--- config.mk ---
export PLATFORM = sky130hd
export DESIGN_NAME = tpp_div
export DESIGN_NICKNAME = d
export VERILOG_FILES = /design/src/rtl/tpp_pkg.sv /design/src/rtl/tpp_div.sv
export SDC_FILE = /design/constraint.sdc
export NUM_CORES = 2
export LEC_CHECK = 0
export BUFFER_PORTS_ARGS = -buffer_cell sky130_fd_sc_hd__buf_2
export CAP_MARGIN = 15
export CELL_PAD_IN_SITES_DETAIL_PLACEMENT = 0
export CELL_PAD_IN_SITES_GLOBAL_PLACEMENT = 1
export CORE_MARGIN = 8
export CORE_UTILIZATION = 40
export DETAILED_ROUTE_END_ITERATION = 16
export PLACE_DENSITY_LB_ADDON = 0.08
export SYNTH_ARGS = -nofsm -noshare
export SYNTH_HDL_FRONTEND = slang
export SYNTH_SLANG_ARGS = --single-unit
--- constraint.sdc ---
create_clock -name clk_i -period 6.8 [get_ports clk_i]
set_input_delay 1.36 -clock clk_i [delete_from_list [all_inputs] [get_ports clk_i]]
set_output_delay 1.36 -clock clk_i [all_outputs]
set_load 0.005 [all_outputs]
--- src/rtl/tpp_pkg.sv ---
// ----------------------------------------------------------------------------
// Tangent plane projector package
// Shared widths, field codes, register indexes and item types.
// ----------------------------------------------------------------------------
package tpp_pkg;

  localparam int COORD_W   = 24;
  localparam int NORM_W    = 16;
  localparam int NORM_FRAC = 14;
  localparam int LEN_SCALE = 10;
  localparam int NZ_THRESH = 1639;

  localparam int DIFF_W  = COORD_W + 1;
  localparam int AXIS_W  = 20;
  localparam int PROD_W  = DIFF_W + AXIS_W;
  localparam int SUM_W   = PROD_W + 2;
  localparam int DOT_W   = SUM_W - NORM_FRAC;
  localparam int DOTP_W  = DOT_W + NORM_W;
  localparam int REM_W   = SUM_W + LEN_SCALE + 1;
  localparam int DEN_W   = 32;
  localparam int QUO_W   = COORD_W;
  localparam int RAD_W   = 2 * DEN_W;
  localparam int LEN2_W  = 2 * AXIS_W + 2;

  localparam int CFG_IDX_W  = 3;
  localparam int CFG_DATA_W = COORD_W;

  localparam logic [CFG_IDX_W-1:0] CFG_CENTER_X = 3'd0;
  localparam logic [CFG_IDX_W-1:0] CFG_CENTER_Y = 3'd1;
  localparam logic [CFG_IDX_W-1:0] CFG_CENTER_Z = 3'd2;
  localparam logic [CFG_IDX_W-1:0] CFG_NORMAL_X = 3'd3;
  localparam logic [CFG_IDX_W-1:0] CFG_NORMAL_Y = 3'd4;
  localparam logic [CFG_IDX_W-1:0] CFG_NORMAL_Z = 3'd5;

  localparam logic [1:0] KIND_POINT  = 2'd0;
  localparam logic [1:0] KIND_VECTOR = 2'd1;
  localparam logic [1:0] KIND_PLANE  = 2'd2;

  typedef logic signed [COORD_W-1:0] coord_t;
  typedef logic signed [NORM_W-1:0]  norm_t;
  typedef logic signed [AXIS_W-1:0]  axis_t;

  typedef struct packed {
    logic [1:0] kind;
    coord_t     in_x;
    coord_t     in_y;
    coord_t     in_z;
  } in_item_t;

  typedef struct packed {
    coord_t out_x;
    coord_t out_y;
    coord_t out_z;
  } out_item_t;

  typedef struct packed {
    coord_t [2:0]     center;
    norm_t  [2:0]     normal;
    axis_t  [2:0]     xa;
    axis_t  [2:0]     ya;
    logic [DEN_W-1:0] den_x;
    logic [DEN_W-1:0] den_y;
  } cfg_t;

  typedef struct packed {
    logic neg;
    logic zero;
    logic ovf;
  } div_flags_t;

  typedef struct packed {
    logic [REM_W-1:0] t;
    div_flags_t       flags;
  } div_req_t;

  typedef struct packed {
    logic [1:0] kind;
    out_item_t  res;
  } side_t;

endpackage

--- src/rtl/tpp_div.sv ---
// ----------------------------------------------------------------------------
// Tangent plane projector divider lane
// Pipelined restoring divider, one quotient bit per stage, with saturation.
// ----------------------------------------------------------------------------
module tpp_div (
  input  logic                       clk_i,
  input  logic                       en_i,
  input  tpp_pkg::div_req_t          req_i,
  input  logic [tpp_pkg::DEN_W-1:0]  den_i,
  output tpp_pkg::coord_t            coord_o
);
  import tpp_pkg::*;

  logic [REM_W-1:0] rem_src [QUO_W];
  logic [QUO_W-1:0] quo_src [QUO_W];
  div_flags_t       flg_src [QUO_W];
  logic [REM_W-1:0] rem_q   [QUO_W];
  logic [QUO_W-1:0] quo_q   [QUO_W];
  div_flags_t       flg_q   [QUO_W];
  logic [REM_W-1:0] rem_d   [QUO_W];
  logic [QUO_W-1:0] quo_d   [QUO_W];
  logic [REM_W-1:0] trial   [QUO_W];
  logic [QUO_W-1:0] quo;
  div_flags_t       flg;

  always_comb begin
    rem_src[0] = req_i.t;
    quo_src[0] = '0;
    flg_src[0] = req_i.flags;
    for (int k = 1; k < QUO_W; k++) begin
      rem_src[k] = rem_q[k-1];
      quo_src[k] = quo_q[k-1];
      flg_src[k] = flg_q[k-1];
    end
    for (int k = 0; k < QUO_W; k++) begin
      trial[k] = REM_W'(den_i) << (QUO_W - 1 - k);
      if (rem_src[k] >= trial[k]) begin
        rem_d[k] = rem_src[k] - trial[k];
        quo_d[k] = {quo_src[k][QUO_W-2:0], 1'b1};
      end else begin
        rem_d[k] = rem_src[k];
        quo_d[k] = {quo_src[k][QUO_W-2:0], 1'b0};
      end
    end
  end

  always_ff @(posedge clk_i) begin
    if (en_i) begin
      rem_q <= rem_d;
      quo_q <= quo_d;
      flg_q <= flg_src;
    end
  end

  assign quo = quo_q[QUO_W-1];
  assign flg = flg_q[QUO_W-1];

  always_comb begin
    if (flg.zero) begin
      coord_o = '0;
    end else if (flg.neg) begin
      coord_o = (flg.ovf || quo[QUO_W-1]) ? {1'b1, {(QUO_W-1){1'b0}}} : coord_t'(-quo);
    end else begin
      coord_o = (flg.ovf || quo[QUO_W-1]) ? {1'b0, {(QUO_W-1){1'b1}}} : coord_t'(quo);
    end
  end

endmodule

==> impl_metrics.yaml <==
worst_setup_path:
  regToRegSetupSlack_ps: 2430
  crit_family: "simple AND/OR/NAND/NOR gates"
  worstPathRequired_ps: 5440
  critical-path-max-stage-delay_ps: 620
  crit_chain: "or2_2, nor2_1, nand4_1, or2_2, or4_1, o21ai_0, xnor2_1, nor2_1, buf_2"
  reg2reg_depth: 15
  path_class: "flop to primary output"
  path_buf_inv: 1
  start_kind: "flop"
  cp.arrival_ps: 3900
  r2r_end: "rem_q[403]$_DFFE_PP_"
  cp-end-kind: "primary output"
  worstPathMaxFanout: 26
  r2r_start: "rem_q[412]$_DFFE_PP_"
  cpMaxStageDelayCell: "edfxtp_1"
timing:
  setup_tns_ps: 0
  final-setup-viol-count: 0
  period_share_pct: 77.41
  fmax_mhz: 190.0
  rsz0062_at_grt: "false"
  slew_headroom_pct: 22.42
  tightest_slew_ps: 1156
  period_needed_ps: 5264
  fin_ws_ps: 1536
  drv_slew: 0
  hold_viol: 0
  finClkSkew_ps: 49.25
global_routing:
  grt_usage_pct: 25.62
  grt_max_degree: 176
  grt_pass1_vias: 80440
  grt.overflow.total: 0
  antenna_found_initial: 19
  grt_pass1_wl_um: 545500
clock_tree:
  path_clk_slew_ps: 60
  worstSkewPairLatency_ps: 900
  cts-resized-gates: 0
  cts_buffer_depth: 4
  tritoncts: "yes"
  cts-root-buf: "clkbuf_16"
  hold_buffers: 0
  post_cts_buffers: 0
  cts_buffers: 202
  htree_levels: 4
  clock-sinks: 1706
min_path:
  hp-start: "quo_q[180]$_DFFE_PP_"
  holdPathStages: 0
  hold_path_end: "quo_q[157]$_DFFE_PP_"
  hold_path.class: "flop to flop"
power_and_ir_drop:
  p_sw_mw: 22.11
  intPower_mw: 32.09
  clock_power_share_pct: 20.4
  cellPowerDensity_nw_per_um2: 451.9
  p_leak_nw: 44.90
  pwr-share-seq_pct: 34.6
  ir_drop_v: 0.0002209
  switching_share_pct: 40.79
  power_frac_comb_pct: 45.1
floorplan:
  die_h_um: 533.6
  pin_count: 119
  die_x_um: 533.6
  placementRows: 190
  dieArea_um2: 284700
  initial_core_util_pct: 40.11
  core_area_um2: 267200
route:
  avgViaCountPerCell: 5.787
  num_vias: 82321
  drc: 0
  post_drt_wl_per_cell_um: 26.75
  firstDrtPassIters: 6
  final_antenna_net_count: 0
  wl_um: 380500
  drt_iter0_markers: 6130
final_layout:
  nNetsFinal: 11382
  drive_above_1_share_pct: 8.528
  final_core_util_pct: 44.88
  layout-area-overhead-vs-synth_pct: 11.90
synthesis:
  async_reset_ff_share_pct: 0
  synth_warnings: 0
  synth_area_um2: 107200
  synth_area_leaders: "edfxtp_1 48%, ha_1 9.0%, a21oi_1 4.5%"
  synth_common_cells: "1706 x edfxtp_1, 971 x a21oi_1, 903 x nand2_1, 787 x nor2_1, 769 x ha_1"
  synth_nets: 11162
  synth_seq_cells: 1706
  synth_edf_count: 1706
  synth-main-ff-cell: "edfxtp_1"
  synth_top_area_cell: "edfxtp_1"
  synth_area_per_cell_um2: 10.43
  ys_types: 95
  seq_area_frac_synth_pct: 47.80
  synth_top_area_share_pct: 47.80
  synthCells: 10275
  synthMostInstantiatedCell: "edfxtp_1"
outcome:
  outcome: "completed"
placed_design:
  portBuffers: 118
  dp_slack_ps: 671.5
  dpl.hpwl_um: 292300
  gp_congestion: 0.9131
run:
  drv_cap: 0
area by class of cell:
class / instances / area [um2]
fill: 25209 / 147300
multi-input combinational: 7999 / 53860
sequential: 1706 / 51230
clock buffer: 235 / 5221
tap: 3552 / 4444
timing repair buffer: 323 / 2718
clock inverter: 133 / 1421
inverter: 263 / 989.7
antenna: 13 / 32.53
state kept, by name (all words and copies together) (netlist names):
register / cells
flg: 3
quo_q: 276
rem_q: 1334
flg_q: 69
quo: 24
power groups by stage:
stage | Clock [mW] | Sequential (mW) | Combinational [mW]
after floorplan | 0 | 17.0 | 17.3
after CTS | 11.3 | 18.7 | 24.3
after detailed placement | 0 | 18.9 | 24.1
after global placement | 0 | 19.0 | 24.2
after global routing | 11.7 | 18.9 | 26.7
final | 11.0 | 18.7 | 24.4
cells in the final DEF, fill, tap and decap left out, types with 167 or more instances in the layout:
| cell type | synthesis | final |
|---|---|---|
| nor3_1 | 214 | 213 |
| ha_1 | 769 | 769 |
| xor2_1 | 412 | 412 |
| nand3_1 | 200 | 200 |
| nand2_1 | 903 | 903 |
| nor2_1 | 787 | 784 |
| xnor2_1 | 539 | 539 |
| clkbuf_16 | 0 | 204 |
| a21oi_1 | 971 | 971 |
| edfxtp_1 | 1706 | 1706 |
| nand4_1 | 167 | 167 |
| a21o_1 | 437 | 437 |
| inv_1 | 261 | 228 |
| o21ai_0 | 724 | 720 |
per-layer routing:
layer / track usage, % / wire [um] / vias to the layer above
met2: 46.23 / 190100 / 2246
met1: 29.93 / 150900 / 39986
met5: 0 / 44 / -
met3: 2.750 / 15360 / 700
li1: - / - / 39381
met4: 13.50 / 24060 / 8
cell families after synthesis:
| family | share of synthesized area [%] |
|---|---|
| AND/OR/NAND/NOR | 14.41 |
| AO/OA/AOI/OAI | 17.19 |
| flip-flops | 47.80 |
| XOR/XNOR | 7.772 |
| adder cells (fa/ha/maj) | 9.408 |
| buffers and inverters | 2.044 |
| multiplexers | 1.375 |
worst register-to-register path: stages, from the launching register on:
cell and delay (ps):
edfxtp_1 440, inv_1 80, ha_1 150, inv_1 60
fa_1 400, a21oi_1 240, o211ai_1 150, a31oi_1 290
o221ai_1 330, a2111oi_4 410, buf_4 200, o21ai_1 200
a31oi_1 560, a31o_2 340, nor4_1 100, xor2_1 160
worst max-delay path by stage:
stage / from / end / slack [ps] / cells past startpoint
3_3_place_gp: den_i[18] / rem_q[1196]$_DFFE_PP_ / 700 / 10
5_1_grt: den_i[6] / rem_q[579]$_DFFE_PP_ / 1360 / 15
6_report: flg[0]$_DFFE_PP_ / coord_o[17] / 1540 / 9
4_1_cts: flg[0]$_DFFE_PP_ / coord_o[17] / 1430 / 9
3_5_place_dp: den_i[18] / rem_q[1216]$_DFFE_PP_ / 670 / 11
2_1_floorplan: den_i[1] / rem_q[395]$_DFFE_PP_ / 1310 / 13
stage by stage:
step,cells,hold slack (ps),total power [mW],cell area [um2]
after floorplan,10275,400.3,34.35,107200
after global placement,13842,400.0,43.17,113200
after detailed placement,13843,404.5,43.02,113200
after CTS,14211,402.9,54.36,119900
after global routing,14218,409.0,57.31,119900
final,14224,403.8,54.19,119900
No activity file was read; power rests on OpenSTA's default activity.
